File: src/assert_macros.svh
// Assertion macros used by the draw engine controller (cfde_ctrl).
// Expects clk_i and rst_ni in the scope of each use.
`ifndef ASSERT_MACROS_SVH
`define ASSERT_MACROS_SVH

// Checked on every rising clock edge outside reset.
`define CFDE_ASSERT(lbl, prop) \
  lbl: assert property (@(posedge clk_i) disable iff (!rst_ni) prop) \
    else $error("draw engine assertion failed");

// Checked on every rising clock edge, reset included.
`define CFDE_ASSERT_ALWAYS(lbl, prop) \
  lbl: assert property (@(posedge clk_i) prop) \
    else $error("draw engine assertion failed");

`endif

File: src/cfde_pkg.sv
// Shared types and constants of the clipped framebuffer draw engine.
// No dependencies; used by the controller, the datapath and the top level.
package cfde_pkg;

  localparam int CW = 19;

  typedef enum logic [2:0] {
    MODE_CLEAR  = 3'd0,
    MODE_PIXEL  = 3'd1,
    MODE_SPAN   = 3'd2,
    MODE_RECT   = 3'd3,
    MODE_FRAME  = 3'd4,
    MODE_SPRITE = 3'd5,
    MODE_READ   = 3'd6
  } mode_e;

  typedef enum logic [1:0] {
    PH_TOP    = 2'd0,
    PH_BOTTOM = 2'd1,
    PH_LEFT   = 2'd2,
    PH_RIGHT  = 2'd3
  } phase_e;

  typedef enum logic [2:0] {
    ST_IDLE    = 3'd0,
    ST_SETUP   = 3'd1,
    ST_EVAL    = 3'd2,
    ST_RUN     = 3'd3,
    ST_RD_WAIT = 3'd4,
    ST_DONE    = 3'd5
  } state_e;

  typedef struct packed {
    logic   load;
    logic   setup;
    logic   step;
    logic   we;
    logic   re;
    logic   capture;
    logic   load_out;
    phase_e phase;
  } dp_cmd_t;

  typedef struct packed {
    logic nonempty;
    logic span_end;
    logic rect_end;
    logic is_read;
    logic is_frame;
  } dp_sts_t;

endpackage

File: src/cfde_ctrl.sv
// Controller state machine of the draw engine: sequences setup, pixel runs,
// frame phases, reads and the result register. Uses cfde_pkg and assert_macros.svh.
`include "assert_macros.svh"

module cfde_ctrl (
  input  logic              clk_i,
  input  logic              rst_ni,
  input  logic              in_valid_i,
  output logic              in_stall_o,
  output logic              out_valid_o,
  input  logic              out_stall_i,
  output cfde_pkg::dp_cmd_t cmd_o,
  input  cfde_pkg::dp_sts_t sts_i
);
  import cfde_pkg::*;

  state_e state_q, state_d;
  phase_e phase_q, phase_d;
  logic   out_valid_q, out_valid_d;
  logic   more_phases;

  assign more_phases = sts_i.is_frame && (phase_q != PH_RIGHT);

  always_ff @(posedge clk_i or negedge rst_ni) begin
    if (!rst_ni) begin
      state_q     <= ST_IDLE;
      phase_q     <= PH_TOP;
      out_valid_q <= 1'b0;
    end else begin
      state_q     <= state_d;
      phase_q     <= phase_d;
      out_valid_q <= out_valid_d;
    end
  end

  always_comb begin
    state_d     = state_q;
    phase_d     = phase_q;
    cmd_o       = '0;
    cmd_o.phase = phase_q;
    in_stall_o  = 1'b1;
    out_valid_d = out_valid_q && out_stall_i;
    case (state_q)
      ST_IDLE: begin
        in_stall_o = 1'b0;
        if (in_valid_i) begin
          cmd_o.load = 1'b1;
          phase_d    = PH_TOP;
          state_d    = ST_SETUP;
        end
      end
      ST_SETUP: begin
        cmd_o.setup = 1'b1;
        state_d     = ST_EVAL;
      end
      ST_EVAL: begin
        if (sts_i.is_read) begin
          if (sts_i.nonempty) begin
            cmd_o.re = 1'b1;
            state_d  = ST_RD_WAIT;
          end else begin
            state_d = ST_DONE;
          end
        end else if (sts_i.nonempty) begin
          state_d = ST_RUN;
        end else if (more_phases) begin
          phase_d = phase_e'(phase_q + 2'd1);
          state_d = ST_SETUP;
        end else begin
          state_d = ST_DONE;
        end
      end
      ST_RUN: begin
        cmd_o.we   = 1'b1;
        cmd_o.step = 1'b1;
        if (sts_i.rect_end) begin
          if (more_phases) begin
            phase_d = phase_e'(phase_q + 2'd1);
            state_d = ST_SETUP;
          end else begin
            state_d = ST_DONE;
          end
        end
      end
      ST_RD_WAIT: begin
        cmd_o.capture = 1'b1;
        state_d       = ST_DONE;
      end
      ST_DONE: begin
        if (!out_valid_q || !out_stall_i) begin
          cmd_o.load_out = 1'b1;
          out_valid_d    = 1'b1;
          state_d        = ST_IDLE;
        end
      end
      default: begin
        state_d = ST_IDLE;
      end
    endcase
  end

  assign out_valid_o = out_valid_q;

  `CFDE_ASSERT(a_accept_to_setup, in_valid_i && !in_stall_o |=> state_q == ST_SETUP)
  `CFDE_ASSERT(a_rd_wait_after_eval, state_q == ST_RD_WAIT |-> $past(state_q) == ST_EVAL)
  `CFDE_ASSERT(a_write_needs_clip, cmd_o.we |-> sts_i.nonempty && !sts_i.is_read)
  `CFDE_ASSERT(a_phase_only_frame, phase_q != PH_TOP && state_q != ST_IDLE |-> sts_i.is_frame)
  `CFDE_ASSERT(a_rect_end_at_span_end, state_q == ST_RUN && sts_i.rect_end |-> sts_i.span_end)

endmodule

File: config.mk
export PLATFORM = sky130hd
export DESIGN_NAME = cfde_ctrl
export DESIGN_NICKNAME = d
export VERILOG_FILES = /design/src/cfde_pkg.sv /design/src/cfde_ctrl.sv
export VERILOG_INCLUDE_DIRS = /design/src /design/src/src
export SDC_FILE = /design/constraint.sdc
export NUM_CORES = 1
export LEC_CHECK = 0
export ABC_AREA = 0
export BUFFER_PORTS_ARGS = -buffer_cell sky130_fd_sc_hd__buf_2
export CORE_AREA = 2 2 39 41
export CTS_BUF_LIST = sky130_fd_sc_hd__clkbuf_4
export CTS_CLUSTER_SIZE = 20
export DETAILED_ROUTE_END_ITERATION = 7
export DIE_AREA = 0 0 41 43
export HOLD_SLACK_MARGIN = 0.03
export PLACE_DENSITY_LB_ADDON = 0.3
export SETUP_SLACK_MARGIN = 0.02
export SLEW_MARGIN = 10
export SYNTH_ARGS = -nofsm -noshare
export SYNTH_HDL_FRONTEND = slang
export SYNTH_SLANG_ARGS = --single-unit
File: constraint.sdc
create_clock -name clk_i -period 1.8 [get_ports clk_i]
set_clock_uncertainty 0.05 [all_clocks]
set_input_delay 0.27 -clock clk_i [delete_from_list [all_inputs] [get_ports clk_i]]
set_output_delay 0.27 -clock clk_i [all_outputs]
set_load 0.02 [all_outputs]
==> metrics.yaml <==
status: "finished clean"
post_cts_buffers: 0
antenna_found_initial: 0
place_worst_setup_slack_ns: 0.3149
final_common_cell: "buf_2"
cts-htree-levels: 1
cp_top_family: "flip-flops"
synth_nets: 62
grt_max_degree: 16
setup_ws_ns: 0.1506
start_kind: "flop"
ant_nets: 0
grt_pass1_vias: 359
hold_viol_final: 0
crit_arrival_ns: 1.33
gr-total-overflow: 0
tns_ns: 0
worstMarginPinSlew_ns: 0.2764
seq_area_frac_synth_pct: 34.38
port_buffers: 18
max_slew_margin_pct: 81.31
drv_cap: 0
drive_gt1_share_pct: 35.71
crit_buf_inv: 2
cts_buffers: 3
min_period_ns: 1.649
crit_chain: "nor3_1 > nand2_1 > inv_1 > buf_2"
diodes: 0
criticalPathCategory: "reg2out"
end_kind: "output pin"
place_hpwl_um: 691.8
ys_types: 26
coreArea_mm2: 0.001384
hold_ws_ns: 0.2344
initial_core_util_pct: 31.56
firstDrtPassIters: 4
track_usage_pct: 13.13
cts_buffer_depth: 2
fmax_mhz: 606.3
cpMaxStageDelayCell: "dfrtp_1"
synth_seq_cells: 6
ios: 20
drc_errors: 0
maxSlewViolCount: 0
vias: 419
synthCells: 52
setup_viol: 0
die_h_um: 43
rsz0062_at_grt: "false"
drt-wirelength-per-cell_um: 10.87
avgSynthCellArea_um2: 8.397
grt_pass1_wl_um: 1504
die_area_mm2: 0.001763
dieWidth_um: 41
hp-class: "in2reg"
cts_root_buf: "clkbuf_4"
clk_pin_slew_ns: 0.04
clock_latency_ns: 0.24
finalNetCount: 82
power_density_mw_per_mm2: 1608
syn-cell-area_um2: 436.7
cp.required_ns: 1.48
cts_tree: "done"
final_cell_mix: "18 x buf_2, 8 x nand2_1, 6 x a21oi_1, 4 x inv_1, 4 x dfrtp_1"
slowest_delay_ns: 0.47
post-route-period-util_pct: 91.63
drt_wl_total_um: 935
synth_warnings: 0
syn_to_final_growth_pct: 26.93
via_per_inst: 4.872
vdd_drop_max_mv: 0.6023
rows: 14
cts.sinks: 6
leakage_nw: 0.2964
critPathMaxFanout: 10
gp_congestion: 0.7357
drt_iter0_markers: 10
worst register-to-register path, stage by stage, from the launching register on:
cell and delay (ns):
dfrtp_1 0.40, ha_1 0.20, nand2b_1 0.17, or3_4 0.39, mux2i_1 0.13
synth_stat cells:
master / instances / area [um2]
nor2b_1: 1 / 6.260
nor3_1: 2 / 10.01
buf_4: 1 / 7.510
o22ai_1: 1 / 6.260
dfrtp_1: 6 / 150.1
nand2_1: 8 / 30.03
mux2i_1: 2 / 20.02
buf_2: 1 / 5.000
ha_1: 1 / 12.51
a21oi_1: 6 / 30.03
and3b_1: 1 / 8.760
nor3b_1: 2 / 15.01
nand2b_4: 1 / 13.76
o21ai_0: 1 / 5.000
inv_1: 4 / 15.01
buf_6: 1 / 11.26
or3_4: 1 / 11.26
clkbuf_1: 1 / 3.750
nand3b_1: 2 / 15.01
nor4b_1: 1 / 8.760
o31a_1: 1 / 8.760
nor2_1: 2 / 7.510
o32ai_1: 1 / 8.760
nand3_1: 1 / 5.000
nand2b_1: 2 / 12.51
o221ai_1: 1 / 8.760
power by group:
group          internal [mW]  leakage (nW)  switching [mW]  total (mW)
combinational          0.200         0.207           0.262       0.462
sequential             0.194        0.0755           0.117       0.312
clock                 0.0750        0.0138          0.0427       0.118
metrics by stage:
step / util (%) / area, um2 / instances / power (mW)
final: 40.05 / 554.3 / 86 / 0.8916
after detailed placement: 37.52 / 519.2 / 82 / 0.7731
after floorplan: - / 436.7 / 52 / 0.6576
after global routing: 40.05 / 554.3 / 86 / 0.9768
after global placement: 37.52 / 519.2 / 82 / 0.7698
after CTS: 39.87 / 551.8 / 86 / 0.9024
sequential cells by signal (all words and copies together), names as in the netlist:
name and cells:
out_valid_o 1, state_q 3, phase_q 2
cell type report:
cell class	count	area [um2]
clock buffers	3	22.52
fillers	154	829.5
inverters	4	15.01
multi-input cells	38	244.0
flip-flops and latches	6	152.6
well taps	16	20.02
repair buffers	19	100.1
repair_timing:
action,4_1_cts,5_1_grt
hold endpoints to repair,6,0
setup endpoints to repair,0,1
resized for setup,0,2
hold buffers,1,0
kinds of logic after synthesis:
group,Yosys count,synth area share (%)
AND/OR/NAND/NOR,24,32.95
AO/OA/AOI/OAI,11,15.47
buffers and inverters,8,9.740
flip-flops,6,34.38
multiplexers,2,4.585
adder cells (fa/ha/maj),1,2.865
path summary, 6_finish.rpt:
kind                                               end  cells past startpoint  slack [ns]                    from
max in group asynchronous       state_q[1]$_DFFE_PN0P_                      2        1.22                  rst_ni
worst max register to register  phase_q[0]$_DFFE_PN0P_                      4        0.34  phase_q[0]$_DFFE_PN0P_
worst max-delay path                          cmd_o[8]                      4        0.15  state_q[2]$_DFFE_PN0P_
min in group asynchronous       phase_q[0]$_DFFE_PN0P_                      2        0.33                  rst_ni
worst min register to register  phase_q[0]$_DFFE_PN0P_                      1        0.47  phase_q[0]$_DFFE_PN0P_
worst min-delay path             out_valid_o$_DFF_PN0_                      3        0.23             out_stall_i
layer usage:
metal	part of all wire (%)	vias up	GRT usage [%]
met5	0	-	0
met2	43	16	17.50
met3	8.3	0	9.424
met1	48	185	17.38
li1	-	218	-
met4	0	0	2.000
Power figures use the tool's default switching activity.
