$ cat src/assert_macros.svh
// Assertion macros used by the draw engine controller (cfde_ctrl).
// Expects clk_i and rst_ni in the scope of each use.
`ifndef ASSERT_MACROS_SVH
`define ASSERT_MACROS_SVH

// Checked on every rising clock edge outside reset.
`define CFDE_ASSERT(lbl, prop) \
  lbl: assert property (@(posedge clk_i) disable iff (!rst_ni) prop) \
    else $error("draw engine assertion failed");

// Checked on every rising clock edge, reset included.
`define CFDE_ASSERT_ALWAYS(lbl, prop) \
  lbl: assert property (@(posedge clk_i) prop) \
    else $error("draw engine assertion failed");

`endif

$ cat src/cfde_pkg.sv
// Shared types and constants of the clipped framebuffer draw engine.
// No dependencies; used by the controller, the datapath and the top level.
package cfde_pkg;

  localparam int CW = 19;

  typedef enum logic [2:0] {
    MODE_CLEAR  = 3'd0,
    MODE_PIXEL  = 3'd1,
    MODE_SPAN   = 3'd2,
    MODE_RECT   = 3'd3,
    MODE_FRAME  = 3'd4,
    MODE_SPRITE = 3'd5,
    MODE_READ   = 3'd6
  } mode_e;

  typedef enum logic [1:0] {
    PH_TOP    = 2'd0,
    PH_BOTTOM = 2'd1,
    PH_LEFT   = 2'd2,
    PH_RIGHT  = 2'd3
  } phase_e;

  typedef enum logic [2:0] {
    ST_IDLE    = 3'd0,
    ST_SETUP   = 3'd1,
    ST_EVAL    = 3'd2,
    ST_RUN     = 3'd3,
    ST_RD_WAIT = 3'd4,
    ST_DONE    = 3'd5
  } state_e;

  typedef struct packed {
    logic   load;
    logic   setup;
    logic   step;
    logic   we;
    logic   re;
    logic   capture;
    logic   load_out;
    phase_e phase;
  } dp_cmd_t;

  typedef struct packed {
    logic nonempty;
    logic span_end;
    logic rect_end;
    logic is_read;
    logic is_frame;
  } dp_sts_t;

endpackage

$ cat src/cfde_datapath.sv
// Datapath of the draw engine: command registers, clipping, row and column
// counters, pixel address and result registers. Uses cfde_pkg.
module cfde_datapath #(
  parameter int SCREEN_WIDTH  = 320,
  parameter int SCREEN_HEIGHT = 200,
  localparam int AW  = $clog2(SCREEN_WIDTH * SCREEN_HEIGHT),
  localparam int CLW = $clog2(SCREEN_WIDTH),
  localparam int RLW = $clog2(SCREEN_HEIGHT)
) (
  input  logic               clk_i,
  input  logic               rst_ni,
  input  cfde_pkg::dp_cmd_t  cmd_i,
  output cfde_pkg::dp_sts_t  sts_o,
  input  logic [2:0]         mode_i,
  input  logic signed [15:0] x_i,
  input  logic signed [15:0] y_i,
  input  logic signed [15:0] width_i,
  input  logic signed [15:0] height_i,
  input  logic [14:0]        offset_x_i,
  input  logic [14:0]        offset_y_i,
  input  logic [7:0]         color_i,
  output logic [AW-1:0]      addr_o,
  output logic [7:0]         wdata_o,
  output logic               we_o,
  output logic               re_o,
  input  logic [7:0]         rdata_i,
  output logic [7:0]         read_color_o
);
  import cfde_pkg::*;

  logic [2:0]         mode_q;
  logic signed [15:0] x_q, y_q, w_q, h_q;
  logic [14:0]        ox_q, oy_q;
  logic [7:0]         color_q;
  logic               nonempty_q;
  logic [CLW-1:0]     xs_q, xl_q, col_q;
  logic [RLW-1:0]     yl_q, row_q;
  logic [7:0]         res_q, out_color_q;

  logic signed [CW-1:0] xw, yw, ww, hw, oxw, oyw;
  logic signed [CW-1:0] px, py, pw, ph;
  logic signed [CW-1:0] xsum, ysum, xs_w, xe_w, ys_w, ye_w, xl_w, yl_w;
  logic                 sprite_hit, nonempty_w;

  assign xw  = CW'(x_q);
  assign yw  = CW'(y_q);
  assign ww  = CW'(w_q);
  assign hw  = CW'(h_q);
  assign oxw = CW'(ox_q);
  assign oyw = CW'(oy_q);
  assign sprite_hit = (oxw < ww) && (oyw < hw) && (color_q != 8'd0);

  always_comb begin
    px = xw;
    py = yw;
    pw = CW'(1);
    ph = CW'(1);
    case (mode_q)
      MODE_CLEAR: begin
        px = '0;
        py = '0;
        pw = CW'(SCREEN_WIDTH);
        ph = CW'(SCREEN_HEIGHT);
      end
      MODE_PIXEL, MODE_READ: begin
      end
      MODE_SPAN: begin
        pw = ww;
      end
      MODE_RECT: begin
        pw = ww;
        ph = hw;
      end
      MODE_FRAME: begin
        case (cmd_i.phase)
          PH_TOP: begin
            pw = ww;
          end
          PH_BOTTOM: begin
            py = yw + hw - CW'(1);
            pw = ww;
          end
          PH_LEFT: begin
            ph = hw;
          end
          PH_RIGHT: begin
            px = xw + ww - CW'(1);
            ph = hw;
          end
          default: begin
          end
        endcase
      end
      MODE_SPRITE: begin
        px = xw + oxw;
        py = yw + oyw;
        ph = sprite_hit ? CW'(1) : CW'(0);
      end
      default: begin
        ph = '0;
      end
    endcase
  end

  always_comb begin
    xsum = px + pw;
    ysum = py + ph;
    xs_w = (px < 0) ? '0 : px;
    ys_w = (py < 0) ? '0 : py;
    xe_w = (xsum > CW'(SCREEN_WIDTH)) ? CW'(SCREEN_WIDTH) : xsum;
    ye_w = (ysum > CW'(SCREEN_HEIGHT)) ? CW'(SCREEN_HEIGHT) : ysum;
    xl_w = xe_w - CW'(1);
    yl_w = ye_w - CW'(1);
    nonempty_w = (xe_w > xs_w) && (ye_w > ys_w);
  end

  always_ff @(posedge clk_i or negedge rst_ni) begin
    if (!rst_ni) begin
      nonempty_q <= 1'b0;
    end else if (cmd_i.setup) begin
      nonempty_q <= nonempty_w;
    end
  end

  always_ff @(posedge clk_i) begin
    if (cmd_i.load) begin
      mode_q  <= mode_i;
      x_q     <= x_i;
      y_q     <= y_i;
      w_q     <= width_i;
      h_q     <= height_i;
      ox_q    <= offset_x_i;
      oy_q    <= offset_y_i;
      color_q <= color_i;
      res_q   <= 8'd0;
    end
    if (cmd_i.setup) begin
      xs_q  <= xs_w[CLW-1:0];
      xl_q  <= xl_w[CLW-1:0];
      col_q <= xs_w[CLW-1:0];
      row_q <= ys_w[RLW-1:0];
      yl_q  <= yl_w[RLW-1:0];
    end else if (cmd_i.step) begin
      if (col_q == xl_q) begin
        col_q <= xs_q;
        row_q <= row_q + RLW'(1);
      end else begin
        col_q <= col_q + CLW'(1);
      end
    end
    if (cmd_i.capture) begin
      res_q <= rdata_i;
    end
    if (cmd_i.load_out) begin
      out_color_q <= res_q;
    end
  end

  assign addr_o  = AW'(row_q) * AW'(SCREEN_WIDTH) + AW'(col_q);
  assign wdata_o = color_q;
  assign we_o    = cmd_i.we;
  assign re_o    = cmd_i.re;

  assign sts_o.nonempty = nonempty_q;
  assign sts_o.span_end = (col_q == xl_q);
  assign sts_o.rect_end = (col_q == xl_q) && (row_q == yl_q);
  assign sts_o.is_read  = (mode_q == MODE_READ);
  assign sts_o.is_frame = (mode_q == MODE_FRAME);

  assign read_color_o = out_color_q;

endmodule

$ cat config.mk
export PLATFORM = sky130hd
export DESIGN_NAME = cfde_datapath
export DESIGN_NICKNAME = d
export VERILOG_FILES = /design/src/assert_macros.svh /design/src/cfde_pkg.sv /design/src/cfde_datapath.sv
export SDC_FILE = /design/constraint.sdc
export NUM_CORES = 1
export LEC_CHECK = 0
export BUFFER_PORTS_ARGS = -buffer_cell sky130_fd_sc_hd__buf_2
export CAP_MARGIN = 40
export CORE_MARGIN = 1
export CORE_UTILIZATION = 65
export CTS_BUF_LIST = sky130_fd_sc_hd__clkbuf_16
export DETAILED_ROUTE_END_ITERATION = 7
export GPL_ROUTABILITY_DRIVEN = 0
export PLACE_DENSITY = 0.95
export SLEW_MARGIN = 25
export SYNTH_ARGS = -nofsm -noshare
export SYNTH_HDL_FRONTEND = slang
export SYNTH_SLANG_ARGS = --single-unit
$ cat constraint.sdc
create_clock -name clk_i -period 14.44 [get_ports clk_i]
set_input_delay 2.888 -clock clk_i [delete_from_list [all_inputs] [get_ports clk_i]]
set_output_delay 2.888 -clock clk_i [all_outputs]
set_load 0.005 [all_outputs]
==> impl_summary.md, run 1 <==
Timing
The number of hold violations in the final report is 0. The final count of pins violating max slew is 0. The post-route setup TNS is 0 ns. Setup violations remaining at the end of the flow were counted as 0. The slew of the pin with the lowest slew margin is about 0.86 ns. The time the final worst path needs with I/O delays and setup is 8.64 ns. Across the routed clock network, the largest skew measured is approximately 0.015 ns. The remaining max-slew budget at the tightest pin is a little over two fifths. The upper clock frequency limit is around 0.12 GHz. The post-route clock period utilization is 59.8%.

Setup repair after global routing left no endpoint under its margin.

Die
The die is around 150 um wide. The area of the core region is between 20000 and 25000 um^2. The floorplan has between 50 and 60 rows.

The full die area is between 20000 and 25000 um^2. The initial standard-cell utilization of the core is around two thirds. In this run the count of I/O pins placed on the die edge is between 150 and 200. Measured along the y axis, the die boundary spans between 150 and 200 um.

Synth
The synthesized design contains 165 register bits. The most instantiated flip-flop cell in the synthesis netlist is sky130_fd_sc_hd__edfxtp_1. The area fraction in compound gates after synthesis is a little under a fifth. The synthesized area divided by synthesized cell count is around 9.3 um^2. The synthesized-area fraction occupied by xor and xnor cells is 7.30%. The cell count after synthesis is ~1600. After synthesis, the share of cell area in mux cells is less than 1%. The synthesized design contains between 150 and 200 enable-type register cells. The fraction of the mapped netlist area in adder cells is between 10% and 20%. The Yosys step of the flow raised 0 warnings. Counting distinct cell types in the post-synthesis netlist gives between 80 and 90. The total nets after synthesis is between 1500 and 2000. In the synthesized netlist the async set-or-reset flop fraction comes to less than 1%.

By area, the combinational part of the netlist is dominated by adder cells. The synthesized netlist occupies a cell area of 14600 um^2. The share of the Yosys chip area taken by registers is between 30% and 40%. Of the total synthesized cell area, the portion taken by AND, OR, NAND and NOR gates is around 15%.

Clocking
After clock tree synthesis, the clock-pin slew on the worst setup and hold paths is roughly 0.08 ns. Gates resized during post-CTS repair numbered 0. The later pin in the worst-skew pair is clocked with a latency of 0.44 ns. The level count of the clock H-tree is 4. The CTS tree is yes.

The setup fix buffers added after clock tree synthesis is 0. The maximum clock path buffer count is 2. The number of buffers created by CTS is 17. In this run the clock root is driven by a sky130_fd_sc_hd__clkbuf_16. Hold repair after CTS inserted 0 buffers. The clock sink count is between 150 and 200.

Global route
The initial antenna violation count is 1. The first global-routing pass estimated around 61 mm of wire. The global route total overflow is 0.

Global routing used between 30% and 40% of the available tracks across all layers. The number of global-route vias before repair came to ~13000. The largest net degree at the start of global routing is roughly 70.

Setup path
The number of buffers and inverters on the critical path is 3. STA classifies the critical path startpoint as an input pin. The largest driver fanout on the critical path is 15. The data arrival time of the critical path is 8.96 ns. The critical path is of the in2reg type. STA puts the critical path data required time at between 10 and 15 ns. On the worst path, the slowest cell contributes a delay of about 0.60 ns.

The cell type with the highest occurrence count on the critical path is sky130_fd_sc_hd__o21ai_0. The slowest cell on the critical path is sky130_fd_sc_hd__nor2_1. The endpoint kind of the worst setup timing path is a flop.

Grouping stages by cell kind, the critical path spends the most delay in compound AO/OA/AOI/OAI gates.

Route
The routed wirelength normalized by instance count is approximately 19 um. In this run, the number of DRC markers left after iteration 0 of detailed routing was about 1400. The remaining antenna violation count is 0. In the routed design, unresolved DRC markers number 28.

The number of vias per cell is 6.43. The final route contains between 10000 and 15000 vias. The count of TritonRoute iterations in the first routing pass is 8. The final wirelength is about 38 mm.

Power
VDD sags by at most between 0.09 and 0.1 mV. The analysis attributes to cell leakage a power of 7.64 nW. In this run the power density over the cells is 121 nW/um^2.

Outcome
The flow ran to the end, but the final reports show violations. The final reports fail on DRC.

Min path
The path class of the lowest-slack min-delay path is reg2reg.

Final layout
The post-route netlist has about an eighth of its cells at a drive strength greater than 1. For this run, the number of standard cells in the final layout without fillers is around 2000. The number of nets in the layout is between 2000 and 2500. The layout overhead on the synthesized area is 11.5%.

Placed design
The quantity of I/O buffers inserted on ports is roughly 160. The placed instance count is 1976. The half-perimeter wire length of the detailed placement result is 28.7 mm.

Flow run
The max capacitance violation total is 0.
[flip-flops by register name, indices dropped and copies added, names as in the netlist, 3 cells and up]
| name | flops |
|---|---|
| w_q | 16 |
| wdata_o | 8 |
| ox_q | 15 |
| read_color_o | 8 |
| col_q | 9 |
| row_q | 8 |
| h_q | 16 |
| xl_q | 9 |
| yl_q | 8 |
| y_q | 16 |
| x_q | 16 |
| xs_q | 9 |
| mode_q | 3 |
| res_q | 8 |
| oy_q | 15 |
[metal layers]
layer	vias to the layer above	GRT usage [%]	wire length (um)
met5	-	0	0
li1	5972	-	-
met2	835	54.3	17600
met4	0	15.1	1530
met3	154	6.73	3880
met1	5975	42.0	15100
[power breakdown]
group	leakage (nW)	internal (mW)	switching, mW
logic	5.71	0.375	0.509
clock network	0.282	0.231	0.224
registers	1.64	0.592	0.0429
total	7.64	1.20	0.775
[path summary, 6_finish.rpt]
kind                            slack (ns)                   endpoint                    from  cells after the start
max in group asynchronous            12.11     nonempty_q$_DFFE_PN0P_                  rst_ni                      1
worst max register to register        6.85     nonempty_q$_DFFE_PN0P_        x_q[2]$_DFFE_PP_                     33
worst min register to register        0.43  read_color_o[5]$_DFFE_PP_  res_q[5]$_SDFFCE_PN0P_                      0
worst max-delay path                  5.80     nonempty_q$_DFFE_PN0P_                cmd_i[1]                     28
min in group asynchronous             2.23     nonempty_q$_DFFE_PN0P_                  rst_ni                      1
worst min-delay path                  0.43  read_color_o[5]$_DFFE_PP_  res_q[5]$_SDFFCE_PN0P_                      0
[worst register-to-register path: cells and delay by family (launching register included)]
family / cells / cell delay (ns)
AOI/OAI and AO/OA: 19 / 4.45
xor gates and xnor gates: 1 / 0.11
adders and majority gates: 4 / 1.36
buffers and inverters: 2 / 0.13
DFF: 1 / 0.42
and+or+nand+nor: 7 / 1.01
[cells in the final DEF (no fill, tap or decap), types with 13 or more instances in the layout]
cell type / instances
sky130_fd_sc_hd__ha_1: 208
sky130_fd_sc_hd__clkbuf_16: 17
sky130_fd_sc_hd__nand3_1: 44
sky130_fd_sc_hd__edfxtp_1: 164
sky130_fd_sc_hd__o21ai_0: 80
sky130_fd_sc_hd__a21o_1: 67
sky130_fd_sc_hd__nor2b_1: 26
sky130_fd_sc_hd__nand2b_1: 25
sky130_fd_sc_hd__inv_1: 173
sky130_fd_sc_hd__nand2_1: 119
sky130_fd_sc_hd__nand4_1: 13
sky130_fd_sc_hd__a22oi_1: 18
sky130_fd_sc_hd__nor2_1: 98
sky130_fd_sc_hd__and2_1: 21
sky130_fd_sc_hd__buf_2: 158
sky130_fd_sc_hd__xnor2_1: 67
sky130_fd_sc_hd__o211ai_1: 13
sky130_fd_sc_hd__xor2_1: 55
sky130_fd_sc_hd__o21a_1: 20
sky130_fd_sc_hd__a21oi_1: 76
sky130_fd_sc_hd__nor3_1: 34
[per-stage QoR]
step                      instance area (um^2)  setup slack [ns]  hold WS [ns]  util (%)  total power, mW
after floorplan                          14600              6.44         0.400         -             1.27
after global placement                   15600              5.90         0.403      71.2             1.44
after detailed placement                 15700              5.66         0.408      71.3             1.48
after CTS                                16200              5.99         0.430      74.0             1.95
after global routing                     16300              5.40         0.437      74.3             2.09
final                                    16300              5.80         0.425      74.3             1.97
[cell families (layout without fill, tap and decap cells)]
| family | count (synthesis) | count (layout) |
|---|---|---|
| compound gates | 396 | 396 |
| simple gates | 452 | 452 |
| mux | 7 | 7 |
| buf+inv | 210 | 373 |
| other cells | 0 | 2 |
| flops | 165 | 165 |
| fa+ha+maj | 216 | 216 |
| xor+xnor | 122 | 122 |
[Yosys cell counts (5+ instances only)]
| cell | instances | share of area [%] |
|---|---|---|
| sky130_fd_sc_hd__ha_1 | 208 | 18 |
| sky130_fd_sc_hd__inv_1 | 173 | 4.4 |
| sky130_fd_sc_hd__edfxtp_1 | 164 | 34 |
| sky130_fd_sc_hd__nand2_1 | 119 | 3.1 |
| sky130_fd_sc_hd__nor2_1 | 98 | 2.5 |
| sky130_fd_sc_hd__o21ai_0 | 80 | 2.7 |
| sky130_fd_sc_hd__a21oi_1 | 76 | 2.6 |
| sky130_fd_sc_hd__a21o_1 | 67 | 3.4 |
| sky130_fd_sc_hd__xnor2_1 | 67 | 4.0 |
| sky130_fd_sc_hd__xor2_1 | 55 | 3.3 |
| sky130_fd_sc_hd__nand3_1 | 44 | 1.5 |
| sky130_fd_sc_hd__nor3_1 | 34 | 1.2 |
| sky130_fd_sc_hd__clkbuf_1 | 26 | 0.67 |
| sky130_fd_sc_hd__nor2b_1 | 26 | 1.1 |
| sky130_fd_sc_hd__nand2b_1 | 25 | 1.1 |
| sky130_fd_sc_hd__and2_1 | 21 | 0.90 |
| sky130_fd_sc_hd__o21a_1 | 20 | 1.0 |
| sky130_fd_sc_hd__a22oi_1 | 18 | 0.92 |
| sky130_fd_sc_hd__nand4_1 | 13 | 0.56 |
| sky130_fd_sc_hd__o211ai_1 | 13 | 0.67 |
| sky130_fd_sc_hd__nor4_1 | 12 | 0.51 |
| sky130_fd_sc_hd__o21bai_1 | 12 | 0.62 |
| sky130_fd_sc_hd__or2_2 | 12 | 0.51 |
| sky130_fd_sc_hd__a211oi_1 | 11 | 0.56 |
| sky130_fd_sc_hd__a31oi_1 | 11 | 0.47 |
| sky130_fd_sc_hd__and3_1 | 11 | 0.47 |
| sky130_fd_sc_hd__or3_1 | 11 | 0.47 |
| sky130_fd_sc_hd__o31a_1 | 10 | 0.60 |
| sky130_fd_sc_hd__buf_4 | 9 | 0.46 |
| sky130_fd_sc_hd__fa_1 | 8 | 1.1 |
| sky130_fd_sc_hd__o221ai_1 | 8 | 0.48 |
| sky130_fd_sc_hd__o22ai_1 | 7 | 0.30 |
| sky130_fd_sc_hd__o31ai_1 | 7 | 0.36 |
| sky130_fd_sc_hd__a221o_1 | 5 | 0.34 |
| sky130_fd_sc_hd__mux2i_1 | 5 | 0.34 |
[layout make-up]
cell class	count	area (um^2)
multi-input combinational	1193	8860
fill	1448	5650
sequential	165	4950
timing repair buffer	168	906
inverter	173	649
clock buffer	17	425
tap	280	350
clock inverter	15	160
antenna	2	5.00
Note: power is estimated with default switching activity, not from simulation.
==> run 2: changes to the inputs <==
--- a/config.mk
+++ b/config.mk
@@ -8,7 +8,7 @@
 export BUFFER_PORTS_ARGS = -buffer_cell sky130_fd_sc_hd__buf_2
 export CAP_MARGIN = 40
 export CORE_MARGIN = 1
-export CORE_UTILIZATION = 65
+export CORE_UTILIZATION = 61
 export CTS_BUF_LIST = sky130_fd_sc_hd__clkbuf_16
 export DETAILED_ROUTE_END_ITERATION = 7
 export GPL_ROUTABILITY_DRIVEN = 0
==> constraint.sdc (replaced) <==
create_clock -name clk_i -period 8.57 [get_ports clk_i]
set_input_delay 1.714 -clock clk_i [delete_from_list [all_inputs] [get_ports clk_i]]
set_output_delay 1.714 -clock clk_i [all_outputs]
set_load 0.005 [all_outputs]
==> run 2 against run 1 <==
The flow now finishes without violations; global-route usage down 1.9 points; non-clock buffer count up 1; utilization down 4.4 points; worst hold slack about the same.
==> impl_summary.md, run 2 (synthesized netlist as in run 1, its figures left out) <==
Outcome
The flow ran to the end, and the final reports show no timing, DRC or antenna violations.

Timing
The clock arrives with about 0.017 ns of skew. Setup repair after global routing left no endpoint under its margin. The final count of pins violating max slew came to 0.

The number of hold violations in the final report came to 0. The time the final worst path needs with I/O delays and setup is approximately 7.5 ns. The slew of the pin with the lowest slew margin is around 0.82 ns. Measured against its own limit, the worst slew margin works out to 45.4%. The upper clock frequency limit is roughly 0.13 GHz. For the final routed database, the setup TNS stands at 0 ns. The number of failing setup endpoints in the final timing report is 0.

Of the available clock period, the critical path in the final layout requires 87.4%.

Route
The post-route DRC violation count is 0. In the final routed layout, each cell accounts on average for ~18 um. The number of vias after detailed routing is between 10000 and 15000. The routed design has ~38 mm of wire.

Before antenna repair, the detailed router went through 6 iterations. The detailed router's first-iteration violation count is between 1000 and 1500. The number of vias per cell is 6.23. In this run the remaining antenna-violating nets after routing total 0.

Global route
The largest net degree at the start of global routing is 61. The number of global-route vias before repair is roughly 12000. The first global-routing pass estimated 60.2 mm of wire.

Global routing used 31.1% of the available tracks across all layers. The total overflow left after global routing is 0. The initial antenna violation count is 1.

Die
The width of the chip is roughly 160 um. Row generation in the floorplan step produced 56 rows. between 150 and 200 I/O pins were placed.

The area of the core region is 23500 um^2. The height of the chip is between 150 and 200 um. The full die area is 24600 um^2. Once the floorplan was initialized, standard cells occupied 62.3% of the core.

Power
The power per standard cell area is between 200 and 250 nW/um^2. The net switching share of the total power is 39.0%. For this design the total switching power over the nets is roughly 1.3 mW.

The overall power of the completed layout is roughly 3.4 mW. Per report_power, the sequential group accounts for between 30% and 40% of the total. For this design the static power due to leakage is around 7.7 nW. The combinational cell fraction of total power is between 40 and 50%. The internal power of the cells totals approximately 2.1 mW.

The clock group share of total power is between 20% and 30%. The maximum vdd ir drop is 0.164 mV.

Setup path
Counting cells, the worst reg-to-reg path comes to 30. The cell type with the highest occurrence count on the critical path is sky130_fd_sc_hd__ha_1. The sort of element at the start of the critical path is a flop.

For this run, the slowest stage of the critical path takes between 0.7 and 0.8 ns. The endpoint kind of the worst setup timing path is a flop. The slowest cell on the critical path is sky130_fd_sc_hd__o41ai_4. The largest driver fanout on the critical path is 16.

For the worst setup path, the data required time is a little under 9 ns. The critical register-to-register path startpoint is y_q[1]$_DFFE_PP_. The data arrival time of the critical path is 7.83 ns. The capture point of the worst reg-to-reg path is nonempty_q$_DFFE_PN0P_. By startpoint and endpoint, the worst setup path is classified as reg2reg. Setup slack on the worst reg-to-reg path comes out at around 1.1 ns.

Clocking
After clock tree synthesis, the clock-pin slew on the worst setup and hold paths is ~0.08 ns. The tree built by TritonCTS fans out to approximately 170 sinks. The level count of the clock H-tree is 4.

The number of hold buffers added after cts is 0. Clock latency on the worst-skew pair, taken at its later pin, is 0.45 ns. The tree is rooted in a sky130_fd_sc_hd__clkbuf_16. No sink is reached through more buffers than the 2 on the longest clock path. The number of clock buffers added by TritonCTS is 17. In this run the post-CTS setup repair buffer count came out at 0.

Once the clock tree was built, the resizer swapped 0 gates to a different size. TritonCTS built the clock tree.

Final layout
The proportion of layout cells with a drive suffix above 1 is a little over an eighth. Compared with the post-synthesis result, the final layout area differs by 12.1%. The final layout contains a little over 2000 nets.

The top cell types in the final layout, fill and taps aside, are 208 x sky130_fd_sc_hd__ha_1, 173 x sky130_fd_sc_hd__inv_1, 164 x sky130_fd_sc_hd__edfxtp_1, 158 x sky130_fd_sc_hd__buf_2, 119 x sky130_fd_sc_hd__nand2_1. The commonest non-fill, non-tap cell in the layout is sky130_fd_sc_hd__ha_1.

Flow run
The max capacitance violation total is 0.

Min path
The worst hold path begins at res_q[2]$_SDFFCE_PN0P_. The min-delay analysis places its worst path in the category reg2reg. The endpoint of the worst hold-timing path is read_color_o[2]$_DFFE_PP_. The hold path depth is 0.

Placed design
Port buffering added between 150 and 200 buffers. Summed over all nets, the half-perimeter wirelength after detailed placement is between 20 and 30 mm.
run 2: changes by cell type in the layout (fill, tap and decap cells not counted), sizes merged:
| cell | before | now |
|---|---|---|
| inv | 180 | 179 |
| clkinv | 7 | 8 |
| diode | 2 | 1 |
| bufinv | 0 | 1 |
| buf | 168 | 169 |
| clkinvlp | 1 | 0 |
run 2: per-stage QoR:
| step | setup slack [ns] | area (um^2) | instances | utilization (%) | hold slack, ns |
|---|---|---|---|---|---|
| floorplan | 1.75 | 14600 | 1568 | - | 0.400 |
| global route | 0.596 | 16400 | 2051 | 69.9 | 0.440 |
| detailed placement | 1.02 | 15700 | 2017 | 67.1 | 0.408 |
| CTS | 1.26 | 16400 | 2049 | 69.7 | 0.427 |
| global placement | 1.20 | 15700 | 2014 | 66.9 | 0.404 |
| finish | 1.08 | 16400 | 2052 | 69.9 | 0.425 |
run 2: per-layer routing:
layer	GRT usage (%)	vias to the layer above	share of wire, %
met3	5.43	154	8.9
met4	16.0	0	4.4
met1	38.1	5898	40
li1	-	5996	-
met2	52.4	741	47
met5	0	-	0
run 2: worst max path at each step:
stage	start	endpoint	slack, ns
3_3_place_gp	cmd_i[0]	nonempty_q$_DFFE_PN0P_	1.20
6_report	y_q[1]$_DFFE_PP_	nonempty_q$_DFFE_PN0P_	1.08
2_1_floorplan	cmd_i[1]	nonempty_q$_DFFE_PN0P_	1.75
5_1_grt	y_q[1]$_DFFE_PP_	nonempty_q$_DFFE_PN0P_	0.60
3_5_place_dp	cmd_i[1]	nonempty_q$_DFFE_PN0P_	1.02
4_1_cts	y_q[1]$_DFFE_PP_	nonempty_q$_DFFE_PN0P_	1.26
run 2: area by class of cell:
class,instances,area (um^2)
Timing Repair Buffer,169,913
Antenna cell,1,2.50
Inverter,173,649
Fill cell,1612,7070
Clock buffer,17,425
Clock inverter,15,203
Tap cell,319,399
Multi-Input combinational cell,1193,8860
Sequential cell,165,4950
run 2: worst max-delay path: cells and delay by family (launching register included):
family | cells | cell delay [ns]
xor gates and xnor gates | 1 | 0.14
and+or+nand+nor | 9 | 1.62
adders and majority gates | 5 | 1.63
DFF | 1 | 0.41
buffers and inverters | 2 | 0.14
AOI/OAI and AO/OA | 13 | 3.45
run 2: power by group through the flow:
stage	sequential [mW]	combinational (mW)	clock, mW
6_report	1.07	1.48	0.816
5_1_grt	1.08	1.63	0.844
4_1_cts	1.07	1.44	0.819
2_1_floorplan	1.06	1.08	0
3_3_place_gp	1.08	1.34	0
3_5_place_dp	1.09	1.41	0
